===== config.mk =====
export PLATFORM = sky130hd
export DESIGN_NAME = zip_traditional_stream_decryptor
export DESIGN_NICKNAME = d
export VERILOG_FILES = /design/src/hw/rtl/ztsd_pkg.sv /design/src/hw/rtl/ztsd_ctrl.sv /design/src/hw/rtl/ztsd_dp.sv /design/src/hw/rtl/zip_traditional_stream_decryptor.sv
export VERILOG_INCLUDE_DIRS = /design/src /design/src/hw/rtl
export SDC_FILE = /design/constraint.sdc
export NUM_CORES = 1
export LEC_CHECK = 0
export CORE_ASPECT_RATIO = 1.5
export CORE_MARGIN = 2
export CORE_UTILIZATION = 43
export CTS_CLUSTER_SIZE = 24
export DETAILED_ROUTE_END_ITERATION = 10
export DONT_BUFFER_PORTS = 1
export PLACE_DENSITY = 0.69
export SYNTH_ARGS = -nofsm -noshare
export SYNTH_HDL_FRONTEND = slang
export SYNTH_HIERARCHICAL = 1
export SYNTH_SLANG_ARGS = --single-unit

===== constraint.sdc =====
create_clock -name clk -period 6.8 [get_ports clk]
set_clock_uncertainty 0.2 [all_clocks]
set_input_delay 1.02 -clock clk [delete_from_list [all_inputs] [get_ports clk]]
set_output_delay 1.02 -clock clk [all_outputs]
set_load 0.005 [all_outputs]

===== src/hw/rtl/zip_traditional_stream_decryptor_macros.svh =====
// assertion macros for the zip traditional stream decryptor
// used by the top level only, no other dependencies
`ifndef ZIP_TRADITIONAL_STREAM_DECRYPTOR_MACROS_SVH
`define ZIP_TRADITIONAL_STREAM_DECRYPTOR_MACROS_SVH
`ifndef ASSERT_OFF
// same-cycle implication, disabled in reset
`define ZTSD_ASSERT_IMPL(lbl, clk, rst_n, ante, cons, msg) \
  lbl: assert property (@(posedge clk) disable iff (!rst_n) (ante) |-> (cons)) \
    else $error(msg);
// next-cycle implication, disabled in reset
`define ZTSD_ASSERT_NEXT(lbl, clk, rst_n, ante, cons, msg) \
  lbl: assert property (@(posedge clk) disable iff (!rst_n) (ante) |=> (cons)) \
    else $error(msg);
`else
`define ZTSD_ASSERT_IMPL(lbl, clk, rst_n, ante, cons, msg)
`define ZTSD_ASSERT_NEXT(lbl, clk, rst_n, ante, cons, msg)
`endif
`endif


===== src/hw/rtl/ztsd_pkg.sv =====
// shared types, command codes, key constants and crc/keystream functions
// no dependencies
`timescale 1ns / 1ps

package ztsd_pkg;

  localparam logic [1:0] CMD_RESET   = 2'd0;
  localparam logic [1:0] CMD_ABSORB  = 2'd1;
  localparam logic [1:0] CMD_DECRYPT = 2'd2;

  localparam logic [31:0] KEY_ZERO_INIT = 32'h12345678;
  localparam logic [31:0] KEY_ONE_INIT  = 32'h23456789;
  localparam logic [31:0] KEY_TWO_INIT  = 32'h34567890;
  localparam logic [31:0] LCG_MULT      = 32'd134775813;
  localparam logic [31:0] CRC_POLY      = 32'hEDB88320;

  // stage strobes from the controller to the datapath
  typedef struct packed {
    logic load;   // item accepted: first key stage
    logic mul;    // lcg multiply stage
    logic fin;    // last key stage, result into output register
  } ctrl_t;

  // reflected crc-32 table entry, folds to a constant rom
  function automatic logic [31:0] crc_entry(input logic [7:0] idx);
    logic [31:0] v;
    v = {24'd0, idx};
    for (int i = 0; i < 8; i++) begin
      v = v[0] ? ((v >> 1) ^ CRC_POLY) : (v >> 1);
    end
    return v;
  endfunction

  function automatic logic [31:0] crc_step(input logic [31:0] c, input logic [7:0] b);
    return crc_entry(c[7:0] ^ b) ^ {8'd0, c[31:8]};
  endfunction

  // keystream byte from the low half of key two
  function automatic logic [7:0] ks_byte(input logic [31:0] k2);
    logic [15:0] t;
    logic [31:0] p;
    t = k2[15:0] | 16'd2;
    p = {16'd0, t} * {16'd0, t ^ 16'd1};
    return p[15:8];
  endfunction

  localparam logic [7:0] KS_INIT = ks_byte(KEY_TWO_INIT);

endpackage


===== src/hw/rtl/ztsd_ctrl.sv =====
// controller state machine: handshakes and stage strobes
// depends on ztsd_pkg
`timescale 1ns / 1ps

module ztsd_ctrl (
  input  logic           clk,
  input  logic           rst_n,
  input  logic           in_tvalid,
  output logic           in_tready,
  output logic           out_tvalid,
  input  logic           out_tready,
  output ztsd_pkg::ctrl_t ctrl
);

  localparam logic [1:0] ST_IDLE = 2'd0;
  localparam logic [1:0] ST_MUL  = 2'd1;
  localparam logic [1:0] ST_FIN  = 2'd2;

  logic [1:0] state_r, state_nxt;
  logic       out_valid_r, out_valid_nxt;
  logic       out_free;

  assign in_tready  = (state_r == ST_IDLE);
  assign out_tvalid = out_valid_r;
  assign out_free   = !out_valid_r || out_tready;

  always_comb begin
    state_nxt = state_r;
    ctrl      = '0;
    case (state_r)
      ST_IDLE: begin
        if (in_tvalid) begin
          ctrl.load = 1'b1;
          state_nxt = ST_MUL;
        end
      end
      ST_MUL: begin
        ctrl.mul  = 1'b1;
        state_nxt = ST_FIN;
      end
      ST_FIN: begin
        // wait here while a finished result is still unread
        if (out_free) begin
          ctrl.fin  = 1'b1;
          state_nxt = ST_IDLE;
        end
      end
      default: begin
        state_nxt = ST_IDLE;
      end
    endcase
  end

  always_comb begin
    out_valid_nxt = out_valid_r;
    if (ctrl.fin) begin
      out_valid_nxt = 1'b1;
    end else if (out_valid_r && out_tready) begin
      out_valid_nxt = 1'b0;
    end
  end

  always_ff @(posedge clk) begin
    if (!rst_n) begin
      state_r     <= ST_IDLE;
      out_valid_r <= 1'b0;
    end else begin
      state_r     <= state_nxt;
      out_valid_r <= out_valid_nxt;
    end
  end

endmodule


===== src/hw/rtl/ztsd_dp.sv =====
// datapath: the three keys, keystream byte and the output register
// depends on ztsd_pkg
`timescale 1ns / 1ps

module ztsd_dp (
  input  logic            clk,
  input  logic            rst_n,
  input  ztsd_pkg::ctrl_t ctrl,
  input  logic [1:0]      cmd,
  input  logic [7:0]      data_byte,
  input  logic [7:0]      check_byte,
  output logic [7:0]      out_byte,
  output logic            check_ok
);

  logic [31:0] key0_r, key0_nxt;
  logic [31:0] key1_r, key1_nxt;
  logic [31:0] key2_r, key2_nxt;
  logic [7:0]  ks_r, ks_nxt;
  logic        mix_r, mix_nxt;     // item updates keys through mul/fin
  logic [7:0]  plain_r, plain_nxt;
  logic        ok_r, ok_nxt;
  logic [7:0]  out_byte_r, out_byte_nxt;
  logic        check_ok_r, check_ok_nxt;

  logic [7:0]  plain;
  logic [7:0]  mix_byte;
  logic [31:0] key2_crc;

  assign plain    = data_byte ^ ks_r;
  assign mix_byte = (cmd == ztsd_pkg::CMD_DECRYPT) ? plain : data_byte;
  assign key2_crc = ztsd_pkg::crc_step(key2_r, key1_r[31:24]);

  always_comb begin
    key0_nxt     = key0_r;
    key1_nxt     = key1_r;
    key2_nxt     = key2_r;
    ks_nxt       = ks_r;
    mix_nxt      = mix_r;
    plain_nxt    = plain_r;
    ok_nxt       = ok_r;
    out_byte_nxt = out_byte_r;
    check_ok_nxt = check_ok_r;
    if (ctrl.load) begin
      mix_nxt   = 1'b0;
      plain_nxt = 8'd0;
      ok_nxt    = 1'b0;
      case (cmd)
        ztsd_pkg::CMD_RESET: begin
          key0_nxt = ztsd_pkg::KEY_ZERO_INIT;
          key1_nxt = ztsd_pkg::KEY_ONE_INIT;
          key2_nxt = ztsd_pkg::KEY_TWO_INIT;
          ks_nxt   = ztsd_pkg::KS_INIT;
        end
        ztsd_pkg::CMD_ABSORB: begin
          key0_nxt = ztsd_pkg::crc_step(key0_r, mix_byte);
          mix_nxt  = 1'b1;
        end
        ztsd_pkg::CMD_DECRYPT: begin
          key0_nxt  = ztsd_pkg::crc_step(key0_r, mix_byte);
          mix_nxt   = 1'b1;
          plain_nxt = plain;
          ok_nxt    = (plain == check_byte);
        end
        default: begin
          // unused code leaves the keys alone
        end
      endcase
    end
    if (ctrl.mul && mix_r) begin
      key1_nxt = (key1_r + {24'd0, key0_r[7:0]}) * ztsd_pkg::LCG_MULT + 32'd1;
    end
    if (ctrl.fin) begin
      if (mix_r) begin
        key2_nxt = key2_crc;
        ks_nxt   = ztsd_pkg::ks_byte(key2_crc);
      end
      out_byte_nxt = plain_r;
      check_ok_nxt = ok_r;
    end
  end

  always_ff @(posedge clk) begin
    if (!rst_n) begin
      key0_r <= ztsd_pkg::KEY_ZERO_INIT;
      key1_r <= ztsd_pkg::KEY_ONE_INIT;
      key2_r <= ztsd_pkg::KEY_TWO_INIT;
      ks_r   <= ztsd_pkg::KS_INIT;
      mix_r  <= 1'b0;
    end else begin
      key0_r <= key0_nxt;
      key1_r <= key1_nxt;
      key2_r <= key2_nxt;
      ks_r   <= ks_nxt;
      mix_r  <= mix_nxt;
    end
  end

  always_ff @(posedge clk) begin
    plain_r    <= plain_nxt;
    ok_r       <= ok_nxt;
    out_byte_r <= out_byte_nxt;
    check_ok_r <= check_ok_nxt;
  end

  assign out_byte = out_byte_r;
  assign check_ok = check_ok_r;

endmodule


===== src/hw/rtl/zip_traditional_stream_decryptor.sv =====
// top level of the traditional zip stream decryptor
// depends on ztsd_pkg, ztsd_ctrl, ztsd_dp and the assertion macro header
`timescale 1ns / 1ps
//
// usage:
//   input stream: one transaction per command. in_tuser carries the command
//   (reset keys, absorb password byte, decrypt cipher byte); in_tdata carries
//   the data byte and the check byte.
//   output stream: exactly one transaction per input transaction, in order.
//   out_tdata is the plain byte (zero unless decrypt), out_tuser the check
//   flag (plain byte equals the check byte, decrypt only).
// stages:
//   the key recurrence allows one item in flight: a new item is accepted
//   only after the last one has left the last stage. the first stage does
//   keystream xor and the key zero crc, the second the lcg multiply on key
//   one, the third the key two crc plus the next keystream multiply.
//   out_tvalid rises once the last stage has loaded the output register.
// reset and stall:
//   rst_n low loads the three initial keys and empties the output register.
//   the output register holds a result while the receiver stalls; the next
//   item is still accepted and worked on, and only its last stage waits
//   until the held result is taken.
//
`include "zip_traditional_stream_decryptor_macros.svh"

module zip_traditional_stream_decryptor (
  input  logic        clk,
  input  logic        rst_n,
  input  logic        in_tvalid,
  output logic        in_tready,
  input  logic [15:0] in_tdata,   // [7:0] data_byte, [15:8] check_byte
  input  logic [1:0]  in_tuser,   // [1:0] cmd
  output logic        out_tvalid,
  input  logic        out_tready,
  output logic [7:0]  out_tdata,  // [7:0] out_byte
  output logic [0:0]  out_tuser   // [0] check_ok
);

  ztsd_pkg::ctrl_t ctrl;
  logic            check_ok;

  // handshakes and stage sequencing
  ztsd_ctrl u_ctrl (
    .clk        (clk),
    .rst_n      (rst_n),
    .in_tvalid  (in_tvalid),
    .in_tready  (in_tready),
    .out_tvalid (out_tvalid),
    .out_tready (out_tready),
    .ctrl       (ctrl)
  );

  // keys, keystream and result register
  ztsd_dp u_dp (
    .clk        (clk),
    .rst_n      (rst_n),
    .ctrl       (ctrl),
    .cmd        (in_tuser),
    .data_byte  (in_tdata[7:0]),
    .check_byte (in_tdata[15:8]),
    .out_byte   (out_tdata),
    .check_ok   (check_ok)
  );

  assign out_tuser = check_ok;

  // one item in flight: no transaction right after an accepted one
  `ZTSD_ASSERT_NEXT(a_no_back_to_back, clk, rst_n, in_tvalid && in_tready, !in_tready, "input accepted twice in a row")
  // accepted item moves straight into the multiply stage
  `ZTSD_ASSERT_NEXT(a_load_then_mul, clk, rst_n, ctrl.load, ctrl.mul, "multiply stage skipped")
  // last stage always leaves a valid result behind
  `ZTSD_ASSERT_NEXT(a_fin_gives_out, clk, rst_n, ctrl.fin, out_tvalid, "result lost after last stage")
  // stage strobes are exclusive
  `ZTSD_ASSERT_IMPL(a_strobe_onehot, clk, rst_n, 1'b1, $onehot0({ctrl.load, ctrl.mul, ctrl.fin}), "stage strobes overlap")

endmodule


### Word level (Yosys, flattened, before mapping)

Index checks and enable logic that the tools add are counted.

| word-level totals | value |
|---|---|
| bits in registers | 126 |
| input bits | 22 |
| output and inout port bits | 11 |
| word-level logic and storage cells | 98 |

| operators by class | value |
|---|---|
| bitwise gates (word level) | 22 |
| reductions and logical operators | 14 |
| $mul | 2 |
| $add $sub $neg | 2 |
| muxes and demuxes | 40 |
| eq/ne operators | 7 |

Operators by type and width:

| kind | count |
|---|---|
| 32-bit two-way mux | 23 |
| 13-bit inverter with 14-bit output | 14 |
| 32-bit case mux with 2 select lines | 1 |
| 32-bit by 24-bit bitwise XOR with 32-bit output | 2 |
| 8-bit two-way mux | 5 |
| 32-bit by 1-bit adder with 32-bit output (second input constant) | 1 |
| 32-bit by 8-bit adder with 32-bit output | 1 |
| 32-bit by 28-bit multiplier with 32-bit output (second input constant) | 1 |
| 1-bit inverter with 14-bit output | 2 |
| 8-bit bitwise XOR | 3 |
| 16-bit by 16-bit multiplier with 16-bit output | 1 |
| 8-bit equality test | 1 |
| 1-bit two-way mux | 8 |
| 2-bit nonzero test | 4 |
| 2-bit case mux with 3 select lines | 1 |
| 2-bit AND reduction | 3 |
| 2-bit by 1-bit equality test with 1-bit output (second input constant) | 2 |
| 2-bit equality test (second input constant) | 2 |
| 2-bit logical NOT | 2 |
| 2-bit two-way mux | 2 |
| 1-bit logical AND | 2 |
| 2-bit by 1-bit inequality test with 1-bit output (second input constant) | 1 |
| 2-bit inequality test (second input constant) | 1 |
| 2-bit OR reduction | 1 |
| 3 further kinds | 3 |

### Logic depth before layout (Yosys ltp)

Gate-level depths: netlist of the first run.

| logic depth | value |
|---|---|
| depth after elaboration | 22 |
| depth in mapped cells | 30 |
| mapped depth without buffers | 28 |

### Cells and area by module

Netlist of the first run, hierarchy kept.

By module, submodules not included:

| module | instances | cells an instance | sequential area each (um^2) | area each (um^2) |
|---|---|---|---|---|
| ztsd_dp | 1 | 1498 | 2642.5 | 13599.3 |
| ztsd_ctrl | 1 | 14 | 60.1 | 146.4 |

### Worst setup path after synthesis of the first run

Ideal clock, no wire load.

| timing path | value |
|---|---|
| kind | register to register |
| from | register u_dp.key1_r[27] |
| to | register u_dp.ks_r[7] |
| arrival | 6294 ps |
| stages on the path, launching flop included | 26 |
| setup time | 117 ps |
| path buffers | 1 |
| period minus slack after synthesis | 6611 ps |
| required time | 6483 ps |
| setup slack | 189 ps |
| cells stage by stage | dfxtp_1 > xnor2_1 > xor2_1 > xor2_1 > xnor2_1 > clkbuf_1 > nand2_1 > fa_1 > inv_1 > fa_1 > ha_1 > ha_1 > ha_1 > inv_1 > fa_1 > inv_1 > ha_1 > nand4_1 > nor3_1 > a221oi_2 > o21ai_2 > o41ai_4 > o21ai_2 > a21oi_2 > xnor2_1 > o22a_1 |

| on the way | value |
|---|---|
| word-level cells in the longest chain between the ends | 15 |
| elaborated cells between the ends (all ways) | 16 |
| classes of those cells | mul: 1; mux: 10; bitwise: 5 |

Ends and longest elaborated chain:

| what | line | text |
|---|---|---|
| from (decl) | ztsd_dp.sv:17 | `logic [31:0] key1_r, key1_nxt;` |
| from (signal assigned) | ztsd_dp.sv:86 | `key1_r <= ztsd_pkg::KEY_ONE_INIT;` |
| from (signal assigned) | ztsd_dp.sv:92 | `key1_r <= key1_nxt;` |
| 8-bit bitwise XOR (*) | ztsd_pkg.sv:35 | `return crc_entry(c[7:0] ^ b) ^ {8'd0, c[31:8]};` |
| 32-bit two-way mux (*) (4 in a row) | ztsd_pkg.sv:29 | `v = v[0] ? ((v >> 1) ^ CRC_POLY) : (v >> 1);` |
| 13-bit inverter with 14-bit output (no source line) | -- |  |
| 32-bit two-way mux (*) (3 in a row) | ztsd_pkg.sv:29 |  |
| 13-bit inverter with 14-bit output (no source line) | -- |  |
| 32-bit two-way mux (*) | ztsd_pkg.sv:29 |  |
| 32-bit by 24-bit bitwise XOR with 32-bit output (*) | ztsd_pkg.sv:35 |  |
| 16-bit by 16-bit multiplier with 16-bit output (*) | ztsd_pkg.sv:43 | `p = {16'd0, t} * {16'd0, t ^ 16'd1};` |
| 8-bit two-way mux (*) | ztsd_dp.sv:74 | `if (mix_r) begin` |
| 8-bit two-way mux (*) | ztsd_dp.sv:73 | `if (ctrl.fin) begin` |
| to (signal assigned) | ztsd_dp.sv:88 | `ks_r <= ztsd_pkg::KS_INIT;` |
| to (signal assigned) | ztsd_dp.sv:94 | `ks_r <= ks_nxt;` |
| to (decl) | ztsd_dp.sv:19 | `logic [7:0] ks_r, ks_nxt;` |

Mark *: on every way between the ends. The rest lies on a longest branch, timed or not.
A chain may end at the register's enable or synchronous reset.

### Final worst setup path of the first run

| timing path | value |
|---|---|
| from | register u_dp.key1_r[25] |
| to | register u_dp.ks_r[7] |

| on the way | value |
|---|---|
| word-level cells in the longest chain between the ends | 16 |
| elaborated cells between the ends (all ways) | 19 |
| classes of those cells | mul: 1; mux: 10; bitwise: 8 |

Ends and longest elaborated chain:

| what | line |
|---|---|
| 8-bit bitwise XOR (*) | ztsd_pkg.sv:35 |
| 32-bit two-way mux (*) (2 in a row) | ztsd_pkg.sv:29 |
| 13-bit inverter with 14-bit output (no source line) | -- |
| 32-bit two-way mux (*) | ztsd_pkg.sv:29 |
| 13-bit inverter with 14-bit output (no source line) | -- |
| 32-bit two-way mux (*) (4 in a row) | ztsd_pkg.sv:29 |
| 13-bit inverter with 14-bit output (no source line) | -- |
| 32-bit two-way mux (*) | ztsd_pkg.sv:29 |
| 32-bit by 24-bit bitwise XOR with 32-bit output (*) | ztsd_pkg.sv:35 |
| 16-bit by 16-bit multiplier with 16-bit output (*) | ztsd_pkg.sv:43 |
| 8-bit two-way mux (*) | ztsd_dp.sv:74 |
| 8-bit two-way mux (*) | ztsd_dp.sv:73 |

Marks and branches as above.

==> summary.txt, run 1 <==
STA
  – Fmax: 153.6 MHz
  – # setup viols final: 0
  – Final setup margin: 0.2905 ns
  – Final min period: 6.510 ns
  – Slew HR: 0.2277
  – Pins Over Slew Limit: 0
  – WHS: 0.2239 ns
  – Endpoints failing hold: 0
  – Worst-Margin Slew: 1.156 ns
  – Final TNS setup: 0 ns
  – Final Cycle Share: 0.9573

Global routing
  – Antenna violations before repair: 0
  – Largest net degree at the start of global routing: 105
  – GRT Overall Usage: 0.2031
  – Vias in the first global route: 10.81k
  – Grt total ovfl: 0
  – First-pass GRT wire length: 53,610 um

Run status
  – Status: complete, no violations

Clocking
  – Htree depth: 4
  – Clock Sinks: 126
  – Num CTS Buffers: 17
  – Clock buffer depth: 2
  – Clock Latency Late Sink: 0.42 ns
  – CTS tree: done
  – Clock slew at reported path FFs: 0.06 ns
  – Clock tree root buffer cell: clkbuf_16

Critical path
  – Crit-path max FO: 10
  – Worst path arrival time: 6.62 ns
  – Worst setup EP type: register
  – R2R cell count: 25
  – Critical Setup Path Class: reg -> reg
  – WP data required: 6.91 ns
  – Crit start category: register

Placement
  – Pre-CTS setup slack: 0.09942 ns
  – DPL Wire Length: 26,370 um
  – Placer congestion estimate: 0.9393
  – PortBufs: 0

Detailed routing
  – Final WL: 32,960 um
  – Vias per inst: 5.218
  – Via count: 10.25k
  – Detail Route Antenna Nets: 0
  – Drt first pass iters: 7
  – DRC: 0
  – Violation count after the first detailed-route iteration: 543
  – Routed len/inst: 16.77 um

Floorplanning
  – # rows: 80
  – Height of the die: 223.0 um
  – Die area: 0.03344 mm2
  – IO Pins: 33
  – Initial core utilization: 0.4346
  – Area of the core: 0.03163 mm2
  – Die width: 150.0 um

Worst hold path
  – Hold/Removal Path Class: reg -> reg
  – Hold depth: 0

Final layout
  – Diodes inserted: 0
  – Layout Nets: 1,853
  – Fin util: 0.4817
  – Share of cells above drive strength 1: 0.07781
  – P&R area growth vs syn: 10.85%

Yosys
  – Prevailing post-synth register cell: dfxtp_1
  – Area share of the largest cell type after synthesis: 0.1719
  – YS warnings: 6
  – Yosys top cell by area: fa_1
  – Async set-reset flop share out of synthesis: 0
  – Post-synth EDFFs: 18
  – Sequential fraction of the synthesis area: 0.1966
  – Synthesized cell area: 0.01375 mm2
  – Cell count after synthesis: 1,512
  – Distinct cells, synth: 61
  – Post-synth net total: 1,823
  – Seq cells post-synth: 126
  – Top post-synthesis cells by area: fa_1 17%, dfxtp_1 16%, ha_1 16%, xnor2_1 12%, inv_1 7.4%
  – Mean Syn Cell Area: 9.091 um2

Run
  – Max cap viols: 0
-- layer usage --
| metal | track usage | part of all wire | vias up |
|---|---|---|---|
| met2 | 0.3679 | 0.52 | 254 |
| met4 | 0.09982 | 0.052 | 0 |
| met3 | 0.02597 | 0.037 | 89 |
| met5 | 0 | 0 | - |
| li1 | - | - | 4942 |
| met1 | 0.2316 | 0.39 | 4969 |
-- cells in the mapped netlist, types with 30 or more instances --
cell type,instances
a21oi_1,30
a22oi_1,50
clkbuf_1,36
dfxtp_1,108
fa_1,118
ha_1,171
inv_1,271
nand2_1,123
nor2_1,39
nor2b_1,56
o21ai_0,35
o22ai_1,37
xnor2_1,183
xor2_1,60
-- cell usage in the layout, fill, tap and decap left out, drive strengths merged, types with 4 or more instances in the layout --
cell type	n
clkinv	5
nor2	39
o22a	4
a21o	19
o21bai	7
nor2b	56
clkbuf	18
edfxtp	18
nand2	123
dfxtp	108
o22ai	37
a31oi	7
a211oi	6
a21oi	31
ha	171
nand4	8
nand3	13
nand2b	9
inv	276
xor2	61
a22oi	50
xnor2	188
nor3	7
and3	11
buf	55
fa	118
o211ai	6
and2	24
o21ai	37
-- state kept, by name, indices dropped and copies added, names as in the netlist --
signal	count
u_dp/ok_r	1
u_dp/key1_r	32
u_dp/ks_r	8
u_dp/check_ok	1
u_ctrl/out_tvalid	1
u_ctrl/state_r	2
u_dp/key2_r	32
u_dp/key0_r	32
u_dp/mix_r	1
u_dp/plain_r	8
u_dp/out_byte	8
-- what timing repair did --
action	4_1_cts	5_1_grt
gates resized for setup	0	18
setup buffers	0	3
endpoints found under the setup margin	0	12
hold buffers	0	0
-- worst paths after layout --
kind	endpoint	from	slack, ns
setup / recovery	u_dp/ks_r[7]	u_dp/key1_r[25]	0.29
hold / removal	u_dp/out_byte[4]	u_dp/plain_r[4]	0.22
setup reg to reg	u_dp/ks_r[7]	u_dp/key1_r[25]	0.29
hold reg to reg	u_dp/out_byte[4]	u_dp/plain_r[4]	0.22
-- cell families after synthesis --
family	Yosys count	share of synthesized area
adder cells (fa/ha/maj)	289	0.3275
flip-flops	126	0.1966
XOR/XNOR	252	0.1679
AO/OA/AOI/OAI	224	0.1109
multiplexers	2	0.001456
AND/OR/NAND/NOR	302	0.1080
other	1	0.0002728
buffers and inverters	316	0.08738
-- final cells by class --
type | instances | area [um2]
Clock buffer | 18 | 450.4
Clock inverter | 14 | 181.4
Fill cell | 2933 | 16390
Inverter | 272 | 1021
Multi-Input combinational cell | 1070 | 9956
Sequential cell | 126 | 2703
Tap cell | 410 | 513.0
Timing Repair Buffer | 55 | 412.9
-- worst max-delay path: stages (launching register included) --
cell     delay [ns]
dfxtp_1        0.50
xnor2_2        0.20
buf_4          0.22
xor2_1         0.33
xor2_2         0.19
buf_4          0.21
nand2_1        0.11
inv_1          0.08
fa_1           0.53
inv_1          0.06
fa_1           0.44
fa_1           0.45
fa_1           0.50
inv_1          0.06
fa_1           0.53
inv_1          0.05
fa_1           0.47
inv_1          0.04
ha_1           0.30
nor2_1         0.05
nor2_1         0.17
o41ai_4        0.14
o21ai_2        0.22
a21oi_2        0.09
xnor2_1        0.12
o22a_1         0.15
-- stage by stage --
step                      instance area (um2)  instances
final                                   15240       1965
after global routing                    15240       1965
after CTS                               15100       1962
after detailed placement                14470       1930
after global placement                  14470       1930
after floorplan                         13750       1512
Power of run 1 is not shown: default switching activity piles up to over one toggle a cycle in this logic, so the estimate is an artifact.
==> inputs of run 2 (changes only) <==
--- a/config.mk
+++ b/config.mk
@@ -9,6 +9,7 @@
 export CORE_ASPECT_RATIO = 1.5
 export CORE_MARGIN = 2
 export CORE_UTILIZATION = 43
+export CTS_BUF_LIST = sky130_fd_sc_hd__clkbuf_4 sky130_fd_sc_hd__clkbuf_8
 export CTS_CLUSTER_SIZE = 24
 export DETAILED_ROUTE_END_ITERATION = 10
 export DONT_BUFFER_PORTS = 1
==> summary.txt, run 2 (synthesis gave the netlist of run 1 again) <==
Run status
  – Status: complete, no violations (unchanged)

Clocking
  – Clock buffer depth: 2 (unchanged)
  – Clock slew at reported path FFs: 0.08 ns (was 0.06 ns)
  – Clock Sinks: 126 (unchanged)
  – CTS tree: done (unchanged)
  – Clock Latency Late Sink: 0.45 ns (was 0.42 ns)
  – Htree depth: 4 (unchanged)
  – Num CTS Buffers: 17 (unchanged)
  – Clock tree root buffer cell: clkbuf_8 (was clkbuf_16)

Floorplanning
  – Area of the core: 0.03163 mm2 (unchanged)
  – Initial core utilization: 0.4346 (unchanged)
  – Die area: 0.03344 mm2 (unchanged)
  – Die width: 150.0 um (unchanged)
  – IO Pins: 33 (unchanged)
  – # rows: 80 (unchanged)
  – Height of the die: 223.0 um (unchanged)

Global routing
  – Grt total ovfl: 0 (unchanged)
  – First-pass GRT wire length: 53,270 um (was 53,610 um)
  – Vias in the first global route: 10.77k (was 10.81k)
  – GRT Overall Usage: 0.2019 (was 0.2031)
  – Antenna violations before repair: 0 (unchanged)
  – Largest net degree at the start of global routing: 105 (unchanged)

STA
  – Final Cycle Share: 0.9565 (was 0.9573)
  – Final min period: 6.504 ns (was 6.510 ns)
  – Endpoints failing hold: 0 (unchanged)
  – Fmax: 153.7 MHz (was 153.6 MHz)
  – Final TNS setup: 0 ns (unchanged)
  – Pins Over Slew Limit: 0 (unchanged)
  – # setup viols final: 0 (unchanged)
  – Slew HR: 0.2387 (was 0.2277)
  – Worst-Margin Slew: 1.140 ns (was 1.156 ns)

Worst hold path
  – Hold/Removal Path Class: reg -> reg (unchanged)

Detailed routing
  – Via count: 10.21k (was 10.25k)
  – Routed len/inst: 16.67 um (was 16.77 um)
  – Violation count after the first detailed-route iteration: 620 (was 543)
  – Drt first pass iters: 5 (was 7)
  – Detail Route Antenna Nets: 0 (unchanged)
  – DRC: 0 (unchanged)
  – Vias per inst: 5.197 (was 5.218)
  – Final WL: 32,740 um (was 32,960 um)

Final layout
  – Filler cell count: 2,975 (was 2,933)
  – Layout Nets: 1,852 (was 1,853)
  – Commonest non-fill, non-tap cell in the layout: inv_1 (unchanged)
  – Biggest regs: u_dp/key0_r x32, u_dp/key1_r x32, u_dp/key2_r x32 (unchanged)
  – P&R area growth vs syn: 9.421% (was 10.85%)
  – Share of cells above drive strength 1: 0.07722 (was 0.07781)
  – Commonest non-fill, non-tap cells in the layout: 271 x inv_1, 180 x xnor2_1, 171 x ha_1, 123 x nand2_1, 118 x fa_1 (unchanged)
  – Diodes inserted: 0 (unchanged)

Critical path
  – Critical Setup Path Class: reg -> reg (unchanged)
  – Crit path top cell by count: fa_1 (unchanged)
  – Crit-path max FO: 10 (unchanged)
  – Worst Path Buf+Inv: 7 (unchanged)
  – Crit start category: register (unchanged)
  – WP data required: 6.95 ns (was 6.91 ns)
  – Slowest library cell on the worst path: fa_1 (unchanged)
  – CP top delay family: adder cells (unchanged)
  – Worst setup EP type: register (unchanged)
  – Slowest stage delay, CP: 0.53 ns (about the same)
  – Worst path arrival time: 6.65 ns (was 6.62 ns)

Placement
  – Placer congestion estimate: 0.9393 (unchanged)
  – DPL Wire Length: 26,370 um (unchanged)
  – PortBufs: 0 (unchanged)

Run
  – Max cap viols: 0 (unchanged)
run 2: path summary, 6_finish.rpt:
check	depth (start not counted)	start	slack [ns]	end
setup / recovery	25	u_dp/key1_r[25]	0.30	u_dp/ks_r[7]
hold / removal	0	u_dp/plain_r[4]	0.23	u_dp/out_byte[4]
setup reg to reg	25	u_dp/key1_r[25]	0.30	u_dp/ks_r[7]
hold reg to reg	0	u_dp/plain_r[4]	0.23	u_dp/out_byte[4]
run 2: repair_timing:
item / in CTS / in global routing
hold buffers: 0 / 0
gates resized for setup: 0 / 19
endpoints found under the setup margin: 0 / 12
setup buffers: 0 / 2
run 2: through the flow:
step	hold WS (ns)	area [um2]	worst slack [ns]	cells	util
4_1_cts	0.2279	14910	0.07051	1962	0.4715
5_1_grt	0.2366	15040	-0.01358	1964	0.4755
6_report	0.2259	15040	0.2959	1964	0.4755
2_1_floorplan	0.2003	13750	0.1890	1512	-
3_3_place_gp	0.2024	14470	0.1710	1930	0.4574
3_5_place_dp	0.2083	14470	0.09942	1930	0.4574
run 2: cell type report:
| type | count | area (um2) | area share |
|---|---|---|---|
| timing repair buffer | 54 | 405.4 | 0.02695 |
| inverter | 272 | 1021 | 0.06788 |
| clock inverter | 15 | 211.5 | 0.01406 |
| sequential | 126 | 2704 | 0.1798 |
| multi-input combinational | 1070 | 9952 | 0.6617 |
| clock buffer | 17 | 234.0 | 0.01556 |
| tap | 410 | 513.0 | 0.03411 |
run 2: worst register-to-register path, cell delays in order (launching register included):
cell and delay [ns]:
dfxtp_1 0.50, xnor2_2 0.20, buf_4 0.22, xor2_1 0.33
xor2_2 0.19, buf_4 0.21, nand2_1 0.12, inv_1 0.08
fa_1 0.53, inv_1 0.06, fa_1 0.44, fa_1 0.45
fa_1 0.50, inv_1 0.06, fa_1 0.53, inv_1 0.05
fa_1 0.47, inv_1 0.04, ha_1 0.30, nor2_1 0.05
nor2_1 0.17, o41ai_4 0.14, o21ai_2 0.22, a21oi_2 0.09
xnor2_1 0.12, o22a_1 0.15
run 2: per-layer routing:
layer	GRT usage	up-vias	wire, um
met5	0	-	0
met4	0.09404	0	1609
met3	0.02597	83	1044
met2	0.3688	225	17160
met1	0.2298	4955	12930
li1	-	4943	-
Power of run 2 is left out for the same reason.
==> inputs of run 3 (changes only) <==
--- a/config.mk
+++ b/config.mk
@@ -6,6 +6,8 @@
 export SDC_FILE = /design/constraint.sdc
 export NUM_CORES = 1
 export LEC_CHECK = 0
+export CELL_PAD_IN_SITES_DETAIL_PLACEMENT = 1
+export CELL_PAD_IN_SITES_GLOBAL_PLACEMENT = 1
 export CORE_ASPECT_RATIO = 1.5
 export CORE_MARGIN = 2
 export CORE_UTILIZATION = 43
@@ -13,7 +15,7 @@
 export CTS_CLUSTER_SIZE = 24
 export DETAILED_ROUTE_END_ITERATION = 10
 export DONT_BUFFER_PORTS = 1
-export PLACE_DENSITY = 0.69
+export PLACE_DENSITY = 0.82
 export SYNTH_ARGS = -nofsm -noshare
 export SYNTH_HDL_FRONTEND = slang
 export SYNTH_HIERARCHICAL = 1
==> summary.txt, run 3 (synthesis gave the netlist of run 1 again) <==
STA
  – WHS: 0.2382 ns (was 0.2259 ns)
  – Final Cycle Share: 0.9765 (was 0.9565)
  – Final TNS setup: 0 ns (unchanged)
  – Fmax: 150.6 MHz (was 153.7 MHz)
  – # setup viols final: 0 (unchanged)
  – Worst-Margin Slew: 1.159 ns (was 1.140 ns)
  – Final setup margin: 0.1601 ns (was 0.2959 ns)
  – Endpoints failing hold: 0 (unchanged)
  – Slew HR: 0.2258 (was 0.2387)
  – Final min period: 6.640 ns (was 6.504 ns)
  – Pins Over Slew Limit: 0 (unchanged)

Critical path
  – Critical Setup Path Class: reg -> reg (unchanged)
  – Crit start category: register (unchanged)
  – WP data required: 6.97 ns (was 6.95 ns)
  – Worst setup EP type: register (unchanged)
  – R2R cell count: 24 (was 25)
  – Worst path arrival time: 6.81 ns (was 6.65 ns)
  – Crit-path max FO: 6 (was 10)

Final layout
  – Commonest non-fill, non-tap cell in the layout: inv_1 (unchanged)
  – Commonest non-fill, non-tap cells in the layout: 270 x inv_1, 173 x xnor2_1, 169 x ha_1, 123 x nand2_1, 118 x fa_1 (was 271 x inv_1, 180 x xnor2_1, 171 x ha_1, 123 x nand2_1, 118 x fa_1)
  – P&R area growth vs syn: 9.813% (was 9.421%)
  – Share of cells above drive strength 1: 0.08769 (was 0.07722)
  – Filler cell count: 3,632 (was 2,975)
  – Sequential cell area: 0.002706 mm2 (was 0.002704 mm2)
  – Diodes inserted: 0 (unchanged)
  – Fin util: 0.4772 (was 0.4755)
  – Multi-input logic area: 0.01004 mm2 (was 0.009952 mm2)
  – Layout Nets: 1,849 (was 1,852)
  – Biggest regs: u_dp/key0_r x32, u_dp/key1_r x32, u_dp/key2_r x32 (unchanged)

Detailed routing
  – Drt first pass iters: 6 (was 5)
  – DRC: 0 (unchanged)
  – Final WL: 41,110 um (was 32,740 um)
  – Violation count after the first detailed-route iteration: 504 (was 620)
  – Via count: 10.94k (was 10.21k)
  – Routed len/inst: 20.97 um (was 16.67 um)
  – Vias per inst: 5.579 (was 5.197)
  – Detail Route Antenna Nets: 0 (unchanged)

Global routing
  – First-pass GRT wire length: 63,340 um (was 53,270 um)
  – Grt total ovfl: 0 (unchanged)
  – Antenna violations before repair: 0 (unchanged)
  – Vias in the first global route: 12.31k (was 10.77k)
  – GRT Overall Usage: 0.2428 (was 0.2019)
  – Largest net degree at the start of global routing: 105 (unchanged)

Clocking
  – Clock tree root buffer cell: clkbuf_8 (unchanged)
  – Num CTS Buffers: 17 (unchanged)
  – Clock slew at reported path FFs: 0.09 ns (was 0.08 ns)
  – Htree depth: 4 (unchanged)
  – Hold-fix buffers, CTS: 0 (unchanged)
  – Clock Sinks: 126 (unchanged)
  – Clock buffer depth: 2 (unchanged)
  – Clock Latency Late Sink: 0.47 ns (was 0.45 ns)
  – CTS tree: done (unchanged)

Placement
  – DPL Wire Length: 31,460 um (was 26,370 um)
  – Placer congestion estimate: 0.8612 (was 0.9393)
  – PortBufs: 0 (unchanged)
  – Pre-CTS setup slack: -0.07454 ns (was 0.09942 ns)

Floorplanning
  – Height of the die: 223.0 um (unchanged)
  – Area of the core: 0.03163 mm2 (unchanged)
  – Initial core utilization: 0.4346 (unchanged)
  – Die width: 150.0 um (unchanged)
  – IO Pins: 33 (unchanged)
  – Die area: 0.03344 mm2 (unchanged)
  – # rows: 80 (unchanged)

Worst hold path
  – Hold depth: 0 (unchanged)
  – Hold/Removal Path Class: reg -> reg (unchanged)

Run
  – Max cap viols: 0 (unchanged)

Run status
  – Status: complete, no violations (unchanged)
-- run 3: changes by cell type in the layout (fill, tap and decap cells not counted), sizes merged --
| cell | change |
|---|---|
| buf | -3 |
| clkinv | -4 |
| bufinv | -1 |
| clkinvlp | -1 |
| inv | +6 |
-- run 3: worst max-delay path: stages, from the launching register on --
cell and delay [ns]:
dfxtp_1 0.36, ha_1 0.27, fa_1 0.45, a211oi_2 0.27, o21ai_0 0.15, a31o_2 0.29, and3_1 0.22, nand3_1 0.13
xnor2_2 0.17, ha_2 0.24, ha_1 0.24, fa_1 0.48, inv_1 0.06, fa_1 0.55, inv_1 0.05, ha_1 0.39
a21o_1 0.25, o21bai_1 0.17, a31oi_1 0.22, o21ai_1 0.15, a22oi_2 0.26, o211ai_1 0.13, o2111a_2 0.21, a221o_1 0.32
a221o_1 0.31
-- run 3: cell type report --
| cell class | count | share of cell area |
|---|---|---|
| Sequential cell | 126 | 0.1793 |
| Tap cell | 410 | 0.03399 |
| Clock buffer | 17 | 0.01550 |
| Clock inverter | 15 | 0.01301 |
| Multi-Input combinational cell | 1070 | 0.6652 |
| Inverter | 272 | 0.06764 |
| Timing Repair Buffer | 51 | 0.02536 |
-- run 3: per-stage QoR --
step / instances / area, um2
after floorplan: 1512 / 13750
after global placement: 1926 / 14440
after detailed placement: 1926 / 14440
after CTS: 1958 / 14910
after global routing: 1961 / 15090
final: 1961 / 15090
-- run 3: worst paths after layout --
path                                       from          endpoint  slack, ns
worst max register to register   u_dp/key0_r[0]   u_dp/key1_r[30]       0.16
worst min register to register  u_dp/plain_r[1]  u_dp/out_byte[1]       0.24
worst min-delay path            u_dp/plain_r[1]  u_dp/out_byte[1]       0.24
worst max-delay path             u_dp/key0_r[0]   u_dp/key1_r[30]       0.16
-- run 3: timing repair --
item                                    4_1_cts  5_1_grt
gates cloned                                  0        0
pin swaps                                     0        6
endpoints found under the setup margin        6       17
hold endpoints to repair                      0        0
buffers inserted                              0        3
resized for setup                             5       33
-- run 3: layer usage --
layer,global-route usage,share of wire,wire [um],vias up
li1,-,-,-,4919
met1,0.2496,0.36,14730,5523
met2,0.4577,0.54,22170,337
met3,0.03640,0.040,1640,162
met4,0.1391,0.063,2571,0
met5,0,0,0,-
Power of run 3 is left out for the same reason.
